===== src/sv/avcx_pkg.sv =====
`timescale 1ns / 1ps
// Shared types and constants of the AVI video chunk extractor.
// No dependencies; avcx_parse and the core module import this package.
package avcx_pkg;

	typedef enum logic [3:0] {
		PH_RIFF_HDR  = 4'd0,
		PH_FORM      = 4'd1,
		PH_TOP_HDR   = 4'd2,
		PH_LIST_TYPE = 4'd3,
		PH_TOP_SKIP  = 4'd4,
		PH_MOVI_HDR  = 4'd5,
		PH_MOVI_SKIP = 4'd6,
		PH_FRAME     = 4'd7,
		PH_DONE      = 4'd8
	} phase_t;

	localparam logic [2:0] KIND_PAYLOAD     = 3'd0;
	localparam logic [2:0] KIND_EMPTY_FRAME = 3'd1;
	localparam logic [2:0] KIND_NOT_RIFF    = 3'd2;
	localparam logic [2:0] KIND_NOT_AVI     = 3'd3;
	localparam logic [2:0] KIND_NO_MOVI     = 3'd4;

	// Four-character codes, first file byte in bits 7:0.
	localparam logic [31:0] TAG_RIFF = 32'h4646_4952;
	localparam logic [31:0] TAG_AVI  = 32'h2049_5641;
	localparam logic [31:0] TAG_LIST = 32'h5453_494C;
	localparam logic [31:0] TAG_MOVI = 32'h6976_6F6D;
	localparam logic [31:0] TAG_00DC = 32'h6364_3030;

	typedef struct packed {
		logic [7:0] data_byte;
		logic       file_start;
		logic       file_end;
	} item_t;

	typedef struct packed {
		logic [2:0] kind;
		logic [7:0] frame_byte;
		logic       frame_last;
	} res_t;

endpackage


===== src/sv/avcx_if.sv =====
`timescale 1ns / 1ps
// Valid/ready channel interfaces for the input bytes and the results.
// Depends on nothing; the payload fields follow the block's item layout.
interface avcx_in_if;
	logic       valid;
	logic       ready;
	logic [7:0] data_byte;
	logic       file_start;
	logic       file_end;

	modport source (output valid, data_byte, file_start, file_end, input ready);
	modport sink (input valid, data_byte, file_start, file_end, output ready);
endinterface

interface avcx_out_if;
	logic       valid;
	logic       ready;
	logic [2:0] kind;
	logic [7:0] frame_byte;
	logic       frame_last;

	modport source (output valid, kind, frame_byte, frame_last, input ready);
	modport sink (input valid, kind, frame_byte, frame_last, output ready);
endinterface


===== src/sv/avcx_parse.sv =====
`timescale 1ns / 1ps
// RIFF/AVI parse state and its one-byte update step.
// Depends on avcx_pkg for the phase encoding, tags and item/result types.
module avcx_parse
	import avcx_pkg::*;
(
	input  logic        clk,
	input  logic        arst_n,
	input  logic        step,
	input  item_t       item,
	input  logic [31:0] video_tag,
	output logic        has_res,
	output res_t        res
);

	phase_t      phase_q;
	logic [2:0]  idx_q;
	logic [31:0] tag_q;
	logic [31:0] size_q;
	logic [31:0] chunk_q;
	logic [31:0] movi_q;
	logic        pad_q;

	phase_t      ph;
	logic [2:0]  idx;
	logic [31:0] tag;
	logic [31:0] size;
	logic [31:0] chunk;
	logic [31:0] movi;
	logic        pad;
	logic        hdr_done;
	logic [31:0] list_len;

	always_comb begin
		ph       = phase_q;
		idx      = idx_q;
		tag      = tag_q;
		size     = size_q;
		chunk    = chunk_q;
		movi     = movi_q;
		pad      = pad_q;
		hdr_done = 1'b0;
		list_len = '0;
		has_res  = 1'b0;
		res      = '0;

		if (item.file_start) begin
			ph    = PH_RIFF_HDR;
			idx   = '0;
			tag   = '0;
			size  = '0;
			chunk = '0;
			movi  = '0;
			pad   = 1'b0;
		end

		// Header and type bytes shift in from the top, so the first byte lands in bits 7:0.
		case (ph)
			PH_RIFF_HDR, PH_TOP_HDR, PH_MOVI_HDR: begin
				if (idx < 3'd4) begin
					tag = {item.data_byte, tag[31:8]};
				end else begin
					size = {item.data_byte, size[31:8]};
				end
				idx      = idx + 3'd1;
				hdr_done = (idx == 3'd0);
			end
			PH_FORM, PH_LIST_TYPE: begin
				tag = {item.data_byte, tag[31:8]};
				idx = idx + 3'd1;
				if (idx >= 3'd4) begin
					idx      = '0;
					hdr_done = 1'b1;
				end
			end
			default: begin
			end
		endcase

		// Every byte inside the movi list counts against its budget.
		if (ph inside {PH_MOVI_HDR, PH_MOVI_SKIP, PH_FRAME}) begin
			if (movi != '0) begin
				movi = movi - 32'd1;
			end
		end

		case (ph)
			PH_RIFF_HDR: begin
				if (hdr_done) begin
					if (tag != TAG_RIFF) begin
						has_res  = 1'b1;
						res.kind = KIND_NOT_RIFF;
						ph       = PH_DONE;
					end else begin
						ph = PH_FORM;
					end
				end
			end
			PH_FORM: begin
				if (hdr_done) begin
					if (tag != TAG_AVI) begin
						has_res  = 1'b1;
						res.kind = KIND_NOT_AVI;
						ph       = PH_DONE;
					end else begin
						ph = PH_TOP_HDR;
					end
				end
			end
			PH_TOP_HDR: begin
				if (hdr_done) begin
					if (tag == TAG_LIST) begin
						ph = PH_LIST_TYPE;
					end else begin
						chunk = size;
						pad   = size[0];
						ph    = (size == '0) ? PH_TOP_HDR : PH_TOP_SKIP;
					end
				end
			end
			PH_LIST_TYPE: begin
				if (hdr_done) begin
					list_len = (size >= 32'd4) ? size - 32'd4 : '0;
					if (tag == TAG_MOVI) begin
						movi = list_len;
						ph   = (list_len != '0) ? PH_MOVI_HDR : PH_DONE;
					end else begin
						chunk = list_len;
						pad   = size[0];
						ph    = (list_len == '0 && !size[0]) ? PH_TOP_HDR : PH_TOP_SKIP;
					end
				end
			end
			PH_TOP_SKIP, PH_MOVI_SKIP: begin
				if (chunk != '0) begin
					chunk = chunk - 32'd1;
				end else begin
					pad = 1'b0;
				end
				if (chunk == '0 && !pad) begin
					if (ph == PH_TOP_SKIP) begin
						ph = PH_TOP_HDR;
					end else begin
						ph = (movi != '0) ? PH_MOVI_HDR : PH_DONE;
					end
				end
			end
			PH_MOVI_HDR: begin
				if (hdr_done) begin
					chunk = size;
					pad   = size[0];
					if (tag == video_tag) begin
						if (size == '0) begin
							has_res        = 1'b1;
							res.kind       = KIND_EMPTY_FRAME;
							res.frame_last = 1'b1;
							ph             = (movi != '0) ? PH_MOVI_HDR : PH_DONE;
						end else begin
							ph = PH_FRAME;
						end
					end else if (size == '0) begin
						ph = (movi != '0) ? PH_MOVI_HDR : PH_DONE;
					end else begin
						ph = PH_MOVI_SKIP;
					end
				end
			end
			PH_FRAME: begin
				if (chunk != '0) begin
					chunk = chunk - 32'd1;
				end
				has_res        = 1'b1;
				res.kind       = KIND_PAYLOAD;
				res.frame_byte = item.data_byte;
				res.frame_last = (chunk == '0);
				if (chunk == '0) begin
					if (pad) begin
						ph = PH_MOVI_SKIP;
					end else begin
						ph = (movi != '0) ? PH_MOVI_HDR : PH_DONE;
					end
				end
			end
			default: begin
			end
		endcase

		// An early end of file reports where the header walk stopped, unless a result is out.
		if (item.file_end) begin
			if (!has_res) begin
				if (ph == PH_RIFF_HDR) begin
					has_res  = 1'b1;
					res.kind = KIND_NOT_RIFF;
				end else if (ph == PH_FORM) begin
					has_res  = 1'b1;
					res.kind = KIND_NOT_AVI;
				end else if (ph inside {PH_TOP_HDR, PH_LIST_TYPE, PH_TOP_SKIP}) begin
					has_res  = 1'b1;
					res.kind = KIND_NO_MOVI;
				end
			end
			ph = PH_DONE;
		end
	end

	always_ff @(posedge clk or negedge arst_n) begin
		if (!arst_n) begin
			phase_q <= PH_RIFF_HDR;
			idx_q   <= '0;
			tag_q   <= '0;
			size_q  <= '0;
			chunk_q <= '0;
			movi_q  <= '0;
			pad_q   <= 1'b0;
		end else if (step) begin
			phase_q <= ph;
			idx_q   <= idx;
			tag_q   <= tag;
			size_q  <= size;
			chunk_q <= chunk;
			movi_q  <= movi;
			pad_q   <= pad;
		end
	end

endmodule


===== src/sv/avi_video_chunk_extractor_core.sv =====
`timescale 1ns / 1ps
// AVI video chunk extractor: walks a RIFF/AVI byte stream and passes on video frame bytes.
// Depends on avcx_pkg, the channel interfaces in avcx_if.sv and avcx_parse.
//
// Usage:
//   item carries one file byte per request with file_start and file_end marks.
//   result carries at most one result per byte: a frame payload byte (with a
//   last-byte mark), an empty frame, or a one-time format error.
//   video_tag_we/video_tag_wdata set the frame chunk tag; write only while idle.
// Timing:
//   An accepted byte is held in the input register; its result is then taken
//   into the result register, so a result passes through both registers.
//   One byte per cycle is sustained unless a byte with a result waits on a held result; the per-byte
//   parse update, 32-bit decrements and compares, is done between those two registers.
// Reset and stalls:
//   Reset returns the parser to the RIFF header and video_tag to "00dc".
//   When the receiver stalls, a byte that gives a result waits in the input
//   register; bytes that give none keep flowing while a result is held.
module avi_video_chunk_extractor_core
	import avcx_pkg::*;
(
	input  logic        clk,
	input  logic        arst_n,
	avcx_in_if.sink     item,
	avcx_out_if.source  result,
	input  logic        video_tag_we,
	input  logic [31:0] video_tag_wdata
);

	logic [31:0] video_tag_q;
	logic        valid_s1;
	item_t       item_s1;
	logic        has_res;
	res_t        res;
	logic        advance;
	logic        out_valid_q;
	res_t        out_q;

	always_ff @(posedge clk or negedge arst_n) begin
		if (!arst_n) begin
			video_tag_q <= TAG_00DC;
		end else if (video_tag_we) begin
			video_tag_q <= video_tag_wdata;
		end
	end

	// A byte moves on unless it has a result and the result register is still held.
	assign advance    = valid_s1 && (!has_res || !out_valid_q || result.ready);
	assign item.ready = !valid_s1 || advance;

	always_ff @(posedge clk or negedge arst_n) begin
		if (!arst_n) begin
			valid_s1 <= 1'b0;
		end else if (item.ready) begin
			valid_s1 <= item.valid;
		end
	end

	always_ff @(posedge clk) begin
		if (item.ready && item.valid) begin
			item_s1.data_byte  <= item.data_byte;
			item_s1.file_start <= item.file_start;
			item_s1.file_end   <= item.file_end;
		end
	end

	avcx_parse u_parse (
		.clk       (clk),
		.arst_n    (arst_n),
		.step      (advance),
		.item      (item_s1),
		.video_tag (video_tag_q),
		.has_res   (has_res),
		.res       (res)
	);

	always_ff @(posedge clk or negedge arst_n) begin
		if (!arst_n) begin
			out_valid_q <= 1'b0;
		end else if (advance && has_res) begin
			out_valid_q <= 1'b1;
		end else if (result.ready) begin
			out_valid_q <= 1'b0;
		end
	end

	always_ff @(posedge clk) begin
		if (advance && has_res) begin
			out_q <= res;
		end
	end

	assign result.valid      = out_valid_q;
	assign result.kind       = out_q.kind;
	assign result.frame_byte = out_q.frame_byte;
	assign result.frame_last = out_q.frame_last;

endmodule

===== src/flat_wrapper.sv =====
// flat-port wrapper written by rule: the top's interface ports become plain ports
module avi_video_chunk_extractor_core_flat import avcx_pkg::*;
  (clk, arst_n, video_tag_we, video_tag_wdata, item_valid, item_data_byte, item_file_start, item_file_end, item_ready, result_valid, result_kind, result_frame_byte, result_frame_last, result_ready);
  avcx_in_if item_i ();
  avcx_out_if result_i ();
  input  logic clk;
  input  logic arst_n;
  input  logic video_tag_we;
  input  logic [31:0] video_tag_wdata;
  input wire logic [$bits(item_i.valid)-1:0] item_valid;
  input wire logic [$bits(item_i.data_byte)-1:0] item_data_byte;
  input wire logic [$bits(item_i.file_start)-1:0] item_file_start;
  input wire logic [$bits(item_i.file_end)-1:0] item_file_end;
  output wire logic [$bits(item_i.ready)-1:0] item_ready;
  output wire logic [$bits(result_i.valid)-1:0] result_valid;
  output wire logic [$bits(result_i.kind)-1:0] result_kind;
  output wire logic [$bits(result_i.frame_byte)-1:0] result_frame_byte;
  output wire logic [$bits(result_i.frame_last)-1:0] result_frame_last;
  input wire logic [$bits(result_i.ready)-1:0] result_ready;
  assign item_i.valid = item_valid;
  assign item_i.data_byte = item_data_byte;
  assign item_i.file_start = item_file_start;
  assign item_i.file_end = item_file_end;
  assign item_ready = item_i.ready;
  assign result_valid = result_i.valid;
  assign result_kind = result_i.kind;
  assign result_frame_byte = result_i.frame_byte;
  assign result_frame_last = result_i.frame_last;
  assign result_i.ready = result_ready;
  avi_video_chunk_extractor_core u_core (.clk(clk), .arst_n(arst_n), .item(item_i), .result(result_i), .video_tag_we(video_tag_we), .video_tag_wdata(video_tag_wdata));
endmodule

===== config.mk =====
export PLATFORM = sky130hd
export DESIGN_NAME = avi_video_chunk_extractor_core_flat
export DESIGN_NICKNAME = d
export VERILOG_FILES = /design/src/sv/avcx_pkg.sv /design/src/sv/avcx_if.sv /design/src/sv/avcx_parse.sv /design/src/sv/avi_video_chunk_extractor_core.sv /design/src/flat_wrapper.sv
export SDC_FILE = /design/constraint.sdc
export NUM_CORES = 1
export LEC_CHECK = 0
export BUFFER_PORTS_ARGS = -buffer_cell sky130_fd_sc_hd__buf_2
export CAP_MARGIN = 20
export CORE_ASPECT_RATIO = 1.5
export CORE_MARGIN = 2
export CORE_UTILIZATION = 59
export CTS_BUF_LIST = sky130_fd_sc_hd__clkbuf_8
export DETAILED_ROUTE_END_ITERATION = 7
export PLACE_DENSITY = 0.82
export SETUP_SLACK_MARGIN = 0.4
export SYNTH_ARGS = -nofsm -noshare
export SYNTH_HDL_FRONTEND = slang
export SYNTH_SLANG_ARGS = --single-unit

===== constraint.sdc =====
create_clock -name clk -period 21.6 [get_ports clk]
set_input_delay 2.16 -clock clk [delete_from_list [all_inputs] [get_ports clk]]
set_output_delay 2.16 -clock clk [all_outputs]
set_load 0.01 [all_outputs]

==> summary.md <==
| Metric | Value |
|---|---|
| Met2 wire length | 31.5 mm |
| Largest net degree at the start of global routing | 150 |
| Slowest stage delay, CP | 0.87 ns |
| Post-route minimum period | 9.27 ns |
| Req. time, crit path | 19.44 ns |
| Die Span Y | 212 um |
| Number of levels in the clock H-tree | 4 |
| Power density over the cells | 82.0 nW/um^2 |
| Initial antenna violation count | 3 |
| Worst-path maximum fanout | 44 |
| Status | completed |
| Endpoint type of the worst setup path | output port |
| Flops & latches, synth | 192 |
| Number of clock buffers inserted by TritonCTS | 17 |
| Clock skew | 0.0152 ns |
| RSZ-0062 raised after global routing | no |
| EDFF count, synth | 22 |
| Total number of vias | 19000 |
| Worst setup slack before clock tree synthesis | 13.13 ns |
| Remaining design rule violation count | 0 |
| Io pins | 61 |
| Sum of net half-perimeters after detailed placement | 49.6 mm |
| Number of buffer cells added on primary ports | 60 |
| Number of nets at the end of the flow | 2237 |
| Fraction of synthesized cell area taken by the top area cell type | 23.3% |
| Top cells by area, synth | dfrtp_1 (23%), nand2_1 (5.9%), nor2_1 (5.5%) |
| Number of iterations in the first detailed-routing pass | 7 |
| Most used flip-flop cell after synthesis | dfrtp_1 |
| Total length of routed wires | 69.4 mm |
| Yosys warnings | 0 |
| Total design power | 1.47 mW |
| Starting density of the core | 59.7% |
| Die outline area | 30400 um^2 |
| Clock latency of the later-clocked register in the worst-skew pair | 0.55 ns |
| Top delay family on crit path | compound AO/OA/AOI/OAI gates |
| Filler-free cell count of the finished design | 2586 |
| Leakage power of the design | 7.17 nW |
| Syn_area_per_cell | 7.63 um^2 |
| Number of inserted filler cells in the final layout | 2635 |
| Data arrival, critical path | 7.11 ns |
| Final Setup Violations | 0 |
| Synth unique cells | 89 |
| Netlist area before placement | 17100 um^2 |
| PnR worst setup slack | 12.33 ns |
| Instance count of the mapped netlist | 2240 |
| Summed negative setup slack over all endpoints | 0 ns |
| Hold Path Class | flip-flop to flip-flop |
| Top achievable clock speed | 108 MHz |
| Count of routing violations after the opening detailed-route iteration | 2501 |
| Clk buf depth | 2 |
| Rows | 76 |
| Number of buffers inserted for hold repair after clock tree synthesis | 0 |
| Fraction of layout cells with a size suffix above 1 | 12.7% |
| Detail Route Antenna Nets | 0 |
| Worst path bufs/invs | 3 |
| FF+latch area | 4930 um^2 |
| Critical path start-end classification | flip-flop to output port |
| Area of the multi-input gates | 11300 um^2 |
| Number of maximum-capacitance constraint violations | 0 |
| Register area share after synthesis | 28.8% |
| Register clock-pin slew on the reported worst setup and hold paths | 0.12 ns |
| Final Slew Violations | 0 |
| Async set-or-reset flop fraction in the synthesized netlist | 88.5% |
| Via count of the first global-routing pass | 18100 |
| Placed insts | 2551 |
| Worst-margin pin slew | 1.26 ns |
| Clock root buffer | clkbuf_8 |
| Final weighted congestion of routability-driven global placement | 1.04 |
| Std-Cell Core Area | 28600 um^2 |
| TritonCTS clock tree | yes |
| Slew headroom | 15.1% |
| Sum of met3 wire segment lengths after detailed routing | 6.59 mm |
| Number of buffers added for setup after CTS | 0 |
| Global-route wire length before repair | 106 mm |
| Wire per inst | 26.9 um |
| Largest area contributor in the synthesized netlist | dfrtp_1 |
| Length of routed wiring on met1 | 23.6 mm |
| Share of the cycle needed by the critical path after routing | 42.9% |
| IR Drop Worst-Case VDD | 0.0000662 V |
| Overall track demand over capacity in global routing | 46.1% |
| Vias/cell | 7.34 |
| DIE WIDTH | 143 um |
| Number of hold violations in the final report | 0 |
| Post-synthesis net count | 2295 |
| Syn-to-layout area delta | 5.07% |
| Uppermost routed layer | met5 |
| Count of clock tree sinks | 192 |
| Element type at the critical path start | flip-flop |
| Slowest cell on the critical path | dfrtp_1 |
| Total grt overflow | 0 |
| Ordered cell list for the critical path | nand3b_1 -> a21oi_4 -> buf_4 -> mux2i_1 -> or2_2 -> ha_1 -> inv_1 -> o41ai_1 -> a21oi_1 -> or3_1 -> or4_1 -> o211ai_1 -> nor4_1 -> a21oi_1 -> a22o_1 -> o32a_1 -> o31a_1 -> nor2_1 -> o211ai_1 -> buf_2 |
| Post-cts resize count | 0 |
-- worst reg2reg max path, stage by stage (launching register included) --
cell and delay [ns]:
dfrtp_1 0.87, nand3b_1 0.36, a21oi_4 0.22, buf_4 0.45, mux2i_1 0.23, or2_2 0.17, ha_1 0.29, inv_1 0.12
o41ai_1 0.38, a21oi_1 0.25, or3_1 0.51, or4_1 0.54, o211ai_1 0.11, nor4_1 0.09, a21oi_1 0.65, a22o_1 0.27
o32a_1 0.27, o31a_1 0.26, o21a_4 0.30, buf_4 0.74, nand2_2 0.33, mux2_2 0.35
-- report_power, final --
part,internal [mW],switching [mW]
combinational,0.234,0.473
sequential,0.411,0.0910
clock,0.0914,0.170
-- state kept, by name, indices dropped and copies added, names as in the netlist --
| register | cells |
|---|---|
| u_core.u_parse.chunk_q | 32 |
| u_core.u_parse.movi_q | 32 |
| u_core.u_parse.size_q | 32 |
| u_core.u_parse.tag_q | 32 |
| u_core.video_tag_q | 32 |
| u_core.item_s1 | 10 |
| u_core.result.frame_byte | 8 |
| u_core.u_parse.phase_q | 4 |
| u_core.result.kind | 3 |
| u_core.u_parse.idx_q | 3 |
| u_core.result.frame_last | 1 |
| u_core.result.valid | 1 |
| u_core.u_parse.pad_q | 1 |
| u_core.valid_s1 | 1 |
-- path summary, 6_finish.rpt --
path	start	to	slack (ns)	depth (start not counted)
worst max-delay path	u_core.u_parse.phase_q[0]	item_ready	12.33	20
worst min-delay path	u_core.u_parse.idx_q[1]	u_core.u_parse.idx_q[1]	0.52	1
worst max register to register	u_core.u_parse.phase_q[0]	u_core.u_parse.tag_q[28]	13.74	21
worst min register to register	u_core.u_parse.idx_q[1]	u_core.u_parse.idx_q[1]	0.52	1
max in group asynchronous	arst_n	u_core.u_parse.tag_q[21]	18.75	2
min in group asynchronous	arst_n	u_core.u_parse.chunk_q[26]	1.58	1
-- per-stage QoR --
stage          cell area, um^2  util [%]  hold slack [ns]
5_1_grt                  17900      62.7            0.553
6_report                 18000      62.7            0.520
4_1_cts                  17900      62.7            0.516
3_3_place_gp             17500      61.2            0.472
2_1_floorplan            17100         -            0.458
3_5_place_dp             17500      61.2            0.489
-- cells by family (layout without fill, tap and decap cells) --
family          after synthesis  count (layout)  share of synthesized area, %
compound gates              673             673                          25.1
flops                       192             192                          28.8
simple gates                923             923                          26.3
xor+xnor                     60              60                          3.08
other cells                   0               1                             0
fa+ha+maj                     8               8                         0.586
buf+inv                     228             183                          5.48
mux                         156             156                          10.6
-- placed cells by master (no fill, tap or decap), drive strengths merged, types with 16 or more instances in the layout --
master    n
o22ai    23
edfxtp   22
dfrtp   159
mux2i    55
nor2b    29
a31oi    53
inv      58
o211ai   36
mux2    101
nor2    249
nor4     53
or4      32
or3      24
and3     18
o21ai   188
xnor2    34
nand2b   16
o221ai   16
nor3     76
nand4    33
clkbuf   18
xor2     26
nand2   269
buf      99
a211oi   21
a21oi   172
nand3    51
-- synth_stat cells, drive strengths merged (15+ instances only) --
cell and count:
mux2 101, xnor2 34, a31oi 53, inv 49, nor4 53, o22ai 23
o311ai 15, nor3 76, dfrtp 159, o221ai 16, nand3 51, mux2i 55
and3 18, nor2b 29, nand2 269, a21oi 172, clkbuf 131, nand2b 16
o211ai 36, edfxtp 22, a211oi 21, or4 32, buf 46, nand4 33
nor2 249, or3 24, o21ai 188, xor2 26
-- final cells by class --
cell class | instances | area share (%)
repair buffers | 100 | 3.45
inverters | 51 | 1.07
flip-flops and latches | 192 | 27.5
diodes | 1 | 0.0139
clock buffers | 17 | 1.30
multi-input cells | 1820 | 62.9
clock inverters | 15 | 1.10
well taps | 390 | 2.72
-- routing by layer --
metal	track usage, %	vias to the layer above
li1	-	8242
met1	51.6	8902
met2	72.3	1363
met3	10.8	481
met4	41.8	4
met5	0	-
Power figures use the tool's default switching activity.
